$ cat src/hdl/i2cm_pkg.sv
// Types and constants of the I2C master transfer sequencer.
package i2cm_pkg;

   localparam int MAX_BYTES = 256;
   localparam int ADDR_W    = $clog2(MAX_BYTES);
   localparam int LEN_W     = $clog2(MAX_BYTES + 1);
   localparam int TLEN_W    = 9;
   localparam int CSR_W     = 9;
   localparam int CSR_IDX_W = 2;

   localparam logic [1:0] CMD_LOAD  = 2'd0;
   localparam logic [1:0] CMD_START = 2'd1;
   localparam logic [1:0] CMD_EVENT = 2'd2;

   localparam logic [CSR_IDX_W-1:0] CSR_ENABLE = 2'd0;
   localparam logic [CSR_IDX_W-1:0] CSR_TARGET = 2'd1;
   localparam logic [CSR_IDX_W-1:0] CSR_LENGTH = 2'd2;
   localparam logic [CSR_IDX_W-1:0] CSR_RNW    = 2'd3;

   typedef enum logic [2:0] {
      PH_IDLE         = 3'd0,
      PH_SEND_ADDRESS = 3'd1,
      PH_ACK_ADDR     = 3'd2,
      PH_SEND_DATA    = 3'd3,
      PH_RECEIVE_DATA = 3'd4,
      PH_ACK_RECV     = 3'd5,
      PH_STOPPED      = 3'd6
   } phase_type;

   typedef enum logic [1:0] {
      ST_PENDING  = 2'd0,
      ST_SUCCESS  = 2'd1,
      ST_SEND_ERR = 2'd2,
      ST_RECV_ERR = 2'd3
   } status_type;

   typedef struct packed {
      logic              module_enable;
      logic [6:0]        target_address;
      logic [TLEN_W-1:0] transfer_length;
      logic              read_not_write;
   } cfg_type;

   typedef struct packed {
      logic       issue_start;
      logic       issue_transmit;
      logic [7:0] tx_byte;
      logic       issue_receive;
      logic       issue_ack;
      logic       ack_level;
      logic       issue_stop;
      logic       rx_valid;
      logic [7:0] rx_index;
      logic [7:0] rx_data;
      status_type transfer_status;
      logic       busy_res;
   } rsp_type;

   typedef struct packed {
      logic              wr_en;
      logic [ADDR_W-1:0] wr_addr;
      logic [7:0]        wr_data;
      logic              rd_en;
      logic [ADDR_W-1:0] rd_addr;
   } mem_req_type;

endpackage

$ cat src/hdl/i2cm_ram.sv
// Generic single-port-write, registered-read RAM.
module i2cm_ram #(
   parameter int WIDTH = 8,
   parameter int DEPTH = 256
) (
   input  logic                     clock,
   input  logic                     wr_en,
   input  logic [$clog2(DEPTH)-1:0] wr_addr,
   input  logic [WIDTH-1:0]         wr_data,
   input  logic                     rd_en,
   input  logic [$clog2(DEPTH)-1:0] rd_addr,
   output logic [WIDTH-1:0]         rd_data
);

   logic [WIDTH-1:0] mem_ff [DEPTH];
   logic [WIDTH-1:0] rd_data_ff;

   always_ff @(posedge clock) begin
      if (wr_en) begin
         mem_ff[wr_addr] <= wr_data;
      end
      if (rd_en) begin
         rd_data_ff <= mem_ff[rd_addr];
      end
   end

   assign rd_data = rd_data_ff;

endmodule

$ cat src/hdl/i2cm_ctrl.sv
// Transfer sequencer state machine: one request in, one result out per step.
module i2cm_ctrl
   import i2cm_pkg::*;
(
   input  logic        clock,
   input  logic        reset,
   input  logic        accept,
   input  logic [1:0]  command,
   input  logic [7:0]  buf_index,
   input  logic [7:0]  buf_data,
   input  logic        ack_missing,
   input  logic [7:0]  rx_byte,
   input  cfg_type     cfg,
   output rsp_type     rsp,
   output mem_req_type mem_req
);

   phase_type         phase_ff, phase_in;
   logic [LEN_W-1:0]  count_ff, count_in;
   logic [LEN_W-1:0]  length_ff, length_in;
   logic              read_ff, read_in;
   logic [6:0]        addr_ff, addr_in;
   status_type        status_ff, status_in;
   logic [LEN_W-1:0]  count_inc;
   logic [LEN_W-1:0]  start_len;

   always_ff @(posedge clock) begin
      if (reset) begin
         phase_ff  <= PH_IDLE;
         count_ff  <= '0;
         length_ff <= '0;
         read_ff   <= 1'b0;
         addr_ff   <= '0;
         status_ff <= ST_PENDING;
      end else begin
         phase_ff  <= phase_in;
         count_ff  <= count_in;
         length_ff <= length_in;
         read_ff   <= read_in;
         addr_ff   <= addr_in;
         status_ff <= status_in;
      end
   end

   assign count_inc = count_ff + 1'b1;

   // lengths above the store size act as the store size
   always_comb begin
      if (32'(cfg.transfer_length) > 32'(MAX_BYTES)) begin
         start_len = LEN_W'(MAX_BYTES);
      end else begin
         start_len = LEN_W'(cfg.transfer_length);
      end
   end

   always_comb begin
      phase_in  = phase_ff;
      count_in  = count_ff;
      length_in = length_ff;
      read_in   = read_ff;
      addr_in   = addr_ff;
      status_in = status_ff;
      rsp       = '0;
      mem_req   = '0;
      mem_req.wr_addr = ADDR_W'(buf_index);
      mem_req.wr_data = buf_data;
      mem_req.rd_addr = count_ff[ADDR_W-1:0];

      if (accept) begin
         case (command)
            CMD_LOAD: begin
               if (32'(buf_index) < 32'(MAX_BYTES)) begin
                  mem_req.wr_en = 1'b1;
               end
            end
            CMD_START: begin
               if (phase_ff == PH_IDLE) begin
                  if (!cfg.module_enable) begin
                     status_in = cfg.read_not_write ? ST_RECV_ERR : ST_SEND_ERR;
                  end else begin
                     status_in = ST_PENDING;
                     if (start_len != '0) begin
                        length_in       = start_len;
                        read_in         = cfg.read_not_write;
                        addr_in         = cfg.target_address;
                        count_in        = '0;
                        phase_in        = PH_SEND_ADDRESS;
                        rsp.issue_start = 1'b1;
                     end
                  end
               end
            end
            CMD_EVENT: begin
               case (phase_ff)
                  PH_SEND_ADDRESS: begin
                     rsp.issue_transmit = 1'b1;
                     rsp.tx_byte        = {addr_ff, read_ff};
                     phase_in           = read_ff ? PH_ACK_ADDR : PH_SEND_DATA;
                  end
                  PH_ACK_ADDR: begin
                     if (ack_missing) begin
                        status_in      = ST_RECV_ERR;
                        phase_in       = PH_STOPPED;
                        rsp.issue_stop = 1'b1;
                     end else begin
                        rsp.issue_receive = 1'b1;
                        phase_in          = PH_ACK_RECV;
                     end
                  end
                  PH_SEND_DATA: begin
                     if (ack_missing) begin
                        status_in      = ST_SEND_ERR;
                        phase_in       = PH_STOPPED;
                        rsp.issue_stop = 1'b1;
                     end else if (count_ff < length_ff &&
                                  32'(count_ff) < 32'(MAX_BYTES)) begin
                        // byte comes from the store's registered read in stage 1
                        rsp.issue_transmit = 1'b1;
                        mem_req.rd_en      = 1'b1;
                        count_in           = count_inc;
                     end else begin
                        status_in      = ST_SUCCESS;
                        phase_in       = PH_STOPPED;
                        rsp.issue_stop = 1'b1;
                     end
                  end
                  PH_RECEIVE_DATA: begin
                     rsp.issue_receive = 1'b1;
                     phase_in          = PH_ACK_RECV;
                  end
                  PH_ACK_RECV: begin
                     rsp.rx_valid  = 1'b1;
                     rsp.rx_index  = 8'(count_ff);
                     rsp.rx_data   = rx_byte;
                     rsp.issue_ack = 1'b1;
                     count_in      = count_inc;
                     if (count_inc < length_ff) begin
                        phase_in = PH_RECEIVE_DATA;
                     end else begin
                        // last byte: NACK and stop together
                        rsp.ack_level  = 1'b1;
                        rsp.issue_stop = 1'b1;
                        status_in      = ST_SUCCESS;
                        phase_in       = PH_STOPPED;
                     end
                  end
                  PH_STOPPED: begin
                     count_in = '0;
                     phase_in = PH_IDLE;
                  end
                  default: begin
                  end
               endcase
            end
            default: begin
            end
         endcase
      end

      rsp.transfer_status = status_in;
      rsp.busy_res        = (phase_in != PH_IDLE);
   end

endmodule

$ cat src/hdl/i2c_master_transfer_sequencer.sv
// Top level of the I2C master transfer sequencer.
//
// Requests arrive on req_* (valid/ready): command 0 loads a byte into the
// write store, 1 starts a transfer with the csr_* settings, 2 reports a bus
// engine event (ack_missing, rx_byte). Every request yields exactly one
// result on rsp_* (valid/ready): the next bus action, any received byte with
// its index, the transfer status and busy flag after the step.
// Configuration is a plain write port (csr_wr_en, csr_index, csr_wdata);
// users must write it only while the block is idle; no logic enforces that.
// A result passes through stage 1 and then the output register to rsp_*.
// Throughput: one request per cycle unless the output stalls; all sequencing
// state sits in registers updated in the accept cycle, and the write store
// is a registered-read RAM, so a data-byte lookup takes the following stage.
// Reset (synchronous, active high) returns the sequencer to idle with
// status pending and clears the configuration; the write store keeps its
// contents and needs no clearing pass.
// When rsp_ready is low the output register holds; the middle stage still
// takes one more request, then req_ready drops until the output drains.
module i2c_master_transfer_sequencer
   import i2cm_pkg::*;
(
   input  logic                 clock,
   input  logic                 reset,
   input  logic                 req_valid,
   output logic                 req_ready,
   input  logic [1:0]           req_command,
   input  logic [7:0]           req_buf_index,
   input  logic [7:0]           req_buf_data,
   input  logic                 req_ack_missing,
   input  logic [7:0]           req_rx_byte,
   output logic                 rsp_valid,
   input  logic                 rsp_ready,
   output logic                 rsp_issue_start,
   output logic                 rsp_issue_transmit,
   output logic [7:0]           rsp_tx_byte,
   output logic                 rsp_issue_receive,
   output logic                 rsp_issue_ack,
   output logic                 rsp_ack_level,
   output logic                 rsp_issue_stop,
   output logic                 rsp_rx_valid,
   output logic [7:0]           rsp_rx_index,
   output logic [7:0]           rsp_rx_data,
   output logic [1:0]           rsp_transfer_status,
   output logic                 rsp_busy_res,
   input  logic                 csr_wr_en,
   input  logic [CSR_IDX_W-1:0] csr_index,
   input  logic [CSR_W-1:0]     csr_wdata
);

   cfg_type     cfg_ff;
   rsp_type     ctrl_rsp;
   mem_req_type mem_req;
   logic [7:0]  ram_rdata;
   logic        accept;

   // stage 1: result from the sequencer, data byte still in the RAM
   logic        s1_valid_ff;
   rsp_type     s1_rsp_ff;
   logic        s1_mem_ff;
   logic        s1_move;

   // stage 2: output register
   logic        out_valid_ff;
   rsp_type     out_rsp_ff;
   rsp_type     out_rsp_in;

   // configuration registers
   always_ff @(posedge clock) begin
      if (reset) begin
         cfg_ff <= '0;
      end else if (csr_wr_en) begin
         case (csr_index)
            CSR_ENABLE: cfg_ff.module_enable   <= csr_wdata[0];
            CSR_TARGET: cfg_ff.target_address  <= csr_wdata[6:0];
            CSR_LENGTH: cfg_ff.transfer_length <= csr_wdata[TLEN_W-1:0];
            CSR_RNW:    cfg_ff.read_not_write  <= csr_wdata[0];
            default: begin
            end
         endcase
      end
   end

   assign s1_move   = s1_valid_ff && (!out_valid_ff || rsp_ready);
   assign req_ready = !s1_valid_ff || s1_move;
   assign accept    = req_valid && req_ready;

   i2cm_ctrl u_ctrl (
      .clock       (clock),
      .reset       (reset),
      .accept      (accept),
      .command     (req_command),
      .buf_index   (req_buf_index),
      .buf_data    (req_buf_data),
      .ack_missing (req_ack_missing),
      .rx_byte     (req_rx_byte),
      .cfg         (cfg_ff),
      .rsp         (ctrl_rsp),
      .mem_req     (mem_req)
   );

   // read data holds while stage 1 stalls: no new read without an accept
   i2cm_ram #(
      .WIDTH (8),
      .DEPTH (MAX_BYTES)
   ) u_store (
      .clock   (clock),
      .wr_en   (mem_req.wr_en),
      .wr_addr (mem_req.wr_addr),
      .wr_data (mem_req.wr_data),
      .rd_en   (mem_req.rd_en),
      .rd_addr (mem_req.rd_addr),
      .rd_data (ram_rdata)
   );

   always_ff @(posedge clock) begin
      if (reset) begin
         s1_valid_ff <= 1'b0;
      end else if (accept) begin
         s1_valid_ff <= 1'b1;
      end else if (s1_move) begin
         s1_valid_ff <= 1'b0;
      end
   end

   always_ff @(posedge clock) begin
      if (accept) begin
         s1_rsp_ff <= ctrl_rsp;
         s1_mem_ff <= mem_req.rd_en;
      end
   end

   always_comb begin
      out_rsp_in = s1_rsp_ff;
      if (s1_mem_ff) begin
         out_rsp_in.tx_byte = ram_rdata;
      end
   end

   always_ff @(posedge clock) begin
      if (reset) begin
         out_valid_ff <= 1'b0;
      end else if (s1_move) begin
         out_valid_ff <= 1'b1;
      end else if (rsp_ready) begin
         out_valid_ff <= 1'b0;
      end
   end

   always_ff @(posedge clock) begin
      if (s1_move) begin
         out_rsp_ff <= out_rsp_in;
      end
   end

   assign rsp_valid           = out_valid_ff;
   assign rsp_issue_start     = out_rsp_ff.issue_start;
   assign rsp_issue_transmit  = out_rsp_ff.issue_transmit;
   assign rsp_tx_byte         = out_rsp_ff.tx_byte;
   assign rsp_issue_receive   = out_rsp_ff.issue_receive;
   assign rsp_issue_ack       = out_rsp_ff.issue_ack;
   assign rsp_ack_level       = out_rsp_ff.ack_level;
   assign rsp_issue_stop      = out_rsp_ff.issue_stop;
   assign rsp_rx_valid        = out_rsp_ff.rx_valid;
   assign rsp_rx_index        = out_rsp_ff.rx_index;
   assign rsp_rx_data         = out_rsp_ff.rx_data;
   assign rsp_transfer_status = out_rsp_ff.transfer_status;
   assign rsp_busy_res        = out_rsp_ff.busy_res;

endmodule

$ cat config.mk
export PLATFORM = sky130hd
export DESIGN_NAME = i2c_master_transfer_sequencer
export DESIGN_NICKNAME = d
export VERILOG_FILES = /design/src/hdl/i2cm_pkg.sv /design/src/hdl/i2cm_ram.sv /design/src/hdl/i2cm_ctrl.sv /design/src/hdl/i2c_master_transfer_sequencer.sv
export SDC_FILE = /design/constraint.sdc
export NUM_CORES = 2
export LEC_CHECK = 0
export BUFFER_PORTS_ARGS = -buffer_cell sky130_fd_sc_hd__buf_2
export CORE_MARGIN = 2
export CORE_UTILIZATION = 45
export DETAILED_ROUTE_END_ITERATION = 7
export PLACE_DENSITY = 0.67
export SYNTH_ARGS = -nofsm -noshare
export SYNTH_HDL_FRONTEND = slang
export SYNTH_SLANG_ARGS = --single-unit
$ cat constraint.sdc
create_clock -name clock -period 3.4 [get_ports clock]
set_clock_uncertainty 0.2 [all_clocks]
set_input_delay 0 -clock clock [delete_from_list [all_inputs] [get_ports clock]]
set_output_delay 0 -clock clock [all_outputs]
set_load 0.02 [all_outputs]
After elaboration in Yosys (flattened, before gate mapping). Memory sizes are Yosys's and may differ from the RTL's. A register that Yosys moved wholly into a read port is not among the register bits. Cells that the tools add are included. Widths: inputs -> output; s select.

Muxes and demuxes: 54. Order comparisons: 4. Reductions and logical operators: 24. Add/subtract/negate cells: 1. Eq/ne operators: 17.

Operators by type and width (number): $mux 9 (6); $pmux 9 s3 (1); $mux 2 (11); $mux 1 (20); $lt 9x9->1 (2); $mux 3 (6); $pmux 3 s6 (1); $pmux 9 s2 (1); $mux 17 (1); $reduce_and 2->1 (6); $add 9x1->9 const B (1); $eq 3x3->1 const B (3); $gt 9x9->1 const B (1); $lt 9x9->1 const B (1); $reduce_bool 9->1 (1); $mux 8 (1); $reduce_and 8->1 (1); $eq 2x2->1 const B (3); $eq 3x2->1 const B (2); $pmux 2 s3 (1); $pmux 3 s2 (1); $reduce_bool 2->1 (3); $reduce_and 5->1 (1); $eq 2x1->1 const B (2); 16 further kinds (23).

Bits of input ports: 43. Logic and storage cells: 138. Memories: 1. Bits in registers: 120. Output and inout port bits: 36. Bits in writable memories: 2048.

Memory list: u_store.mem_ff (depth 256, width 8, rd ports 1, clocked after Yosys merged registers in 1, wr ports 1, RTL line i2cm_ram.sv:15) `logic [WIDTH-1:0] mem_ff [DEPTH];`.

Logic depth before layout (Yosys ltp).
Depth in word-level cells: 9. Gate-level depth with buffers: 15. Depth with buffers taken out: 13.

Cells and area by module. Synthesis repeated with hierarchy kept, for this count alone.

Cells, all modules: 4233. Area total of the unflattened synthesis: 85259.3 um^2.

Modules (own cells, without submodules): i2cm_ram (cells each 3733, area an instance 79636.4 um^2, instances 1, seq. area each 61739.2 um^2); i2c_master_transfer_sequencer (cells each 161, area an instance 3031.7 um^2, instances 1, seq. area each 2472.4 um^2); i2cm_ctrl (cells each 339, area an instance 2591.2 um^2, instances 1, seq. area each 620.6 um^2).

Worst setup path before layout. Ideal clock, no wire load.

Path type: reg-to-reg. Start: register out_valid_ff (netlist: rsp_valid). End: memory u_store.mem_ff[181][0], enable pin. Required time: 2830 ps. Data arrival time: 3357 ps. Path buffers: 2. Clock period less this slack: 3928 ps. Setup slack: -528 ps. Cell stages (with the launch flop): 9. Setup time: 370 ps. Cell sequence: dfxtp_1 nand3b_1 and2_1 clkbuf_1 nand2_1 nor3b_1 nand3_1 clkbuf_1 nor2_1.

Longest elaborated chain between the ends: 8.

Ends and longest elaborated chain: start: declaration (RTL line i2c_master_transfer_sequencer.sv:63) `logic out_valid_ff;`; start signal: assignment (RTL line i2c_master_transfer_sequencer.sv:141) `out_valid_ff <= 1'b0;`; start signal: assignment (RTL line i2c_master_transfer_sequencer.sv:143) `out_valid_ff <= 1'b1;`; start signal: assignment (RTL line i2c_master_transfer_sequencer.sv:145) `out_valid_ff <= 1'b0;`; $logic_not 1->1 (RTL line i2c_master_transfer_sequencer.sv:83) `assign s1_move = s1_valid_ff && (!out_valid_ff || rsp_ready);`; $logic_or 1x1->1 (RTL line i2c_master_transfer_sequencer.sv:83); $logic_and 1x1->1 (RTL line i2c_master_transfer_sequencer.sv:83); $logic_or 1x1->1 (RTL line i2c_master_transfer_sequencer.sv:84) `assign req_ready = !s1_valid_ff || s1_move;`; net req_ready (RTL line i2c_master_transfer_sequencer.sv:25) `output logic req_ready,`; $logic_and 1x1->1 (RTL line i2c_master_transfer_sequencer.sv:85) `assign accept = req_valid && req_ready;`; net accept (RTL line i2c_master_transfer_sequencer.sv:54) `logic accept;`; $mux 1 (RTL line i2cm_ctrl.sv:69) `if (accept) begin`; $mux 1 (RTL line i2cm_ram.sv:19) `if (wr_en) begin`; $mux 1 (not written as such) (RTL line i2cm_ram.sv:20) `mem_ff[wr_addr] <= wr_data;`; end: declaration (RTL line i2cm_ram.sv:15).

The timed path passes the listed nets, and every way through them passes these cells.

Worst setup path after layout.
Start: register u_ctrl.count_ff[0]. End: register u_store.rd_data_ff[2] (netlist: u_store.rd_data[2]), read port of u_store.mem_ff (data pin).

Longest elaborated chain between the ends: 7. Elaborated cells on any way between the ends: 8. Classes of those cells: order compare: 2; mux: 5; reduce/logical: 1.

Ends and longest elaborated chain: start: declaration (RTL line i2cm_ctrl.sv:19) `logic [LEN_W-1:0] count_ff, count_in;`; start signal: assignment (RTL line i2cm_ctrl.sv:37) `count_ff <= count_in;`; $lt 9x9->1 (on tied branches) (RTL line i2cm_ctrl.sv:115, i2cm_ctrl.sv:116); $logic_and 1x1->1 (RTL line i2cm_ctrl.sv:115) `end else if (count_ff < length_ff &&`; $mux 1 (RTL line i2cm_ctrl.sv:115); $mux 1 (RTL line i2cm_ctrl.sv:111) `if (ack_missing) begin`; $mux 1 (RTL line i2cm_ctrl.sv:94) `case (phase_ff)`; $mux 1 (RTL line i2cm_ctrl.sv:70) `case (command)`; $mux 1 (RTL line i2cm_ctrl.sv:69); end: declaration (RTL line i2cm_ram.sv:16) `logic [WIDTH-1:0] rd_data_ff;`.

Parallel ways exist; a longest one is shown, timed or not. A chain may end at the register's enable or synchronous reset.

==> impl_results.md <==
* Status: complete, no violations
* Max-Cap Viols at 0
* Worst VDD drop at 535.8 uV
* WL/cell at 29.85 um
* Arr. time, crit path at ~3700 ps
* Tot GR Track Use at 0.2343
* Synth async-reset ratio at 0
* Critical Path Source: u_ctrl.count_ff[0]
* Htree depth at 4
* Non-Filler Instances at about 7600
* Area Overhead vs Synth at 17.51%
* Die span in y at around 440 um
* DRT Wirelength at approximately 230 mm
* Primary FF master, synth: edfxtp_1
* DRT Pass-1 Iters at 6
* Largest net degree at the start of global routing at 117
* RSZ-0062 raised after global routing: yes
* Crit path kind: flip-flop to flip-flop
* Worst-margin pin slew at between 1000 and 1500 ps
* Avg Inst Size Synth at 20.22 um^2
* Distinct cells, synth at 71
* Row count at ~160
* Worst EP required at roughly 3800 ps
* Detail Placement HPWL at between 100 and 150 mm
* Die ar. at 193100 um^2
* Layout cells sized above 1 at 0.2842
* First-pass GRT wire length at between 300 and 400 mm
* Syn nets at around 4300
* Placed inst area at just over 90000 um^2
* Initial antenna violation count at 8
* Crit path max-delay cell type: mux4_1
* Worst Hold Launch: req_ack_missing
* Post-Place Cells at 7112
* Worst-path clk slew at about 60 ps
* Post-route cell area at ~100000 um^2
* Num ports at between 70 and 80
* Via count at approximately 46000
* Crit path top cell by count: buf_12
* Post-place setup slack at -297.3 ps
* Vias in the first global route at 45590
* Post-synth EDFFs at between 2000 and 2500
* Gp weighted congestion at about 0.89
* Number of buffers created by CTS at 210
* Layout Nets at approximately 5000
* Grt ovf at 0
* Residual DRC at 0
* Worst r2r src: u_ctrl.count_ff[0]
* CP max FO at 24
* Pwr Density at between 500 and 600 nW/um^2
* Worst slew slack as a fraction of its limit at 0.2672
* Minimum clock period at between 3000 and 4000 ps
* Vias/cell at around 6.0
* Hold Crit Class: input pin to flip-flop
* Register area share after synthesis at 0.7593
* CTS max path bufs at 3
* Core area at about 190000 um^2
* Tcrit/Tclk final at 0.9885
* CTS tree: done
* Leak at about 0.032 uW
* CP peak stage delay at slightly above 600 ps
* CP startpoint kind: flip-flop
* Fmax at just under 0.3 GHz
* Synthesized flop and latch total at around 2200
* Post-Syn Instances at approximately 4200
* Sink Count at 2174
* Max Slew Vio Count at 0
* Fin worst setup slack at roughly 39 ps
* CP Capture Type: flip-flop
* Final hold viol count at 0
* I/O Buffers at between 70 and 80
* Iteration-0 DRC Markers at approximately 6300
* Syn. warnings at 0
* Starting Density at 0.4537
* Setup-failing EPs final at 0
* Root buffer cell: clkbuf_16
* CP cell instances: buf_12 > buf_12 > mux4_1 > mux4_2 > o221a_2 > o21ai_1 > a311oi_2 > a31o_1
* Die extent in x at 439.4 um
* Synth Cell Area at around 85000 um^2
* Diode count at 0
* DRT antenna net count at 0
* Worst skew pair latency at between 800 and 900 ps
==> routing by layer <==
layer,routed length [um],global-route usage
met5,45,0
met4,8501,0.08076
met3,22370,0.04732
met2,107200,0.3680
met1,89170,0.3285
==> per-stage QoR <==
| step | setup TNS, ps | hold WS [ps] | power (uW) | util |
|---|---|---|---|---|
| 4_1_cts | -15.62 | 4.482 | 53600 | 0.5319 |
| 6_report | 0 | 70.74 | 53360 | 0.5332 |
| 2_1_floorplan | -3286 | -101.1 | 30380 | - |
| 3_5_place_dp | -1222 | 64.51 | 31090 | 0.4907 |
| 5_1_grt | -104.9 | 89.24 | 54700 | 0.5332 |
| 3_3_place_gp | -1159 | 55.00 | 31050 | 0.4907 |
==> power by group <==
| part | internal [uW] | switching, uW | total (uW) |
|---|---|---|---|
| Clock | 12800 | 9940 | 22700 |
| Sequential | 29400 | 25.3 | 29500 |
| Combinational | 333 | 805 | 1140 |
==> state kept, by name, summed over array words and instances, names as in the netlist, 7 cells and up <==
register / count
u_ctrl.count_ff: 9
rsp_rx_data: 8
u_store.mem_ff: 2048
u_store.rd_data: 8
out_rsp_in: 25
s1_rsp_ff: 8
u_ctrl.length_ff: 9
u_ctrl.addr_ff: 7
rsp_rx_index: 8
rsp_tx_byte: 8
cfg_ff: 18
==> critical path: cells and delay by family (launching register included) <==
family | cells | cell delay [ps]
multiplexers | 2 | 1140
buffers and inverters | 2 | 380
AO/OA/AOI/OAI | 4 | 970
flip-flops | 1 | 360
==> placed cells by master, fill, tap and decap left out, drive strengths merged, types with 51 or more instances in the layout <==
| master | instances |
|---|---|
| o21ai | 58 |
| dlygate4sd3 | 96 |
| clkbuf | 277 |
| edfxtp | 2123 |
| nand2 | 113 |
| a221oi | 63 |
| mux2i | 216 |
| buf | 656 |
| a22oi | 63 |
| dfxtp | 51 |
| nor2 | 339 |
| a21oi | 83 |
| clkinv | 95 |
| mux4 | 451 |
==> cells in the mapped netlist (29+ instances only) <==
library cell | number | area, um^2
a21oi_1 | 83 | 415.4
a221oi_1 | 60 | 525.5
a22oi_1 | 63 | 473.0
buf_2 | 47 | 235.2
buf_8 | 29 | 435.4
clkbuf_1 | 109 | 409.1
dfxtp_1 | 51 | 1021
edfxtp_1 | 2123 | 63750
mux2i_1 | 216 | 2162
mux4_2 | 439 | 9887
nand2_1 | 113 | 424.2
nand3_1 | 35 | 175.2
nor2_1 | 339 | 1272
nor3_1 | 44 | 220.2
o21ai_0 | 52 | 260.3
==> final timing paths <==
kind	end	slack, ps	cells after the start
setup reg to reg	u_store.rd_data[2]	40	8
hold reg to reg	rsp_rx_data[6]	220	0
hold / removal	out_rsp_in[20]	70	4
setup / recovery	u_store.rd_data[2]	40	8
==> final cells by class <==
type | instances | area [um^2]
clock inverters | 119 | 1200
multi-input cells | 1771 | 18950
well taps | 2495 | 3122
inverters | 26 | 98.84
repair buffers | 761 | 6585
fillers | 14310 | 87760
flip-flops and latches | 2174 | 64790
clock buffers | 268 | 5493
==> timing repair <==
| item | CTS | global route |
|---|---|---|
| hold buffers | 96 | 0 |
| pin swaps | 1 | 3 |
| cloned | 0 | 1 |
| gates resized for setup | 14 | 17 |
| hold endpoints to repair | 2362 | 0 |
| endpoints found under the setup margin | 8 | 14 |
| setup buffers | 2 | 16 |
==> cells by family (layout without fill, tap and decap cells) <==
group           after synthesis  in the layout  synth area share
compound gates              438            438           0.03718
flops                      2174           2174            0.7593
fa+ha+maj                    20             20          0.002933
buf+inv                     274           1174           0.02115
mux                         683            683            0.1471
xor+xnor                      7              7         0.0007187
simple gates                623            623           0.03165
No activity file was read; power rests on OpenSTA's default activity.
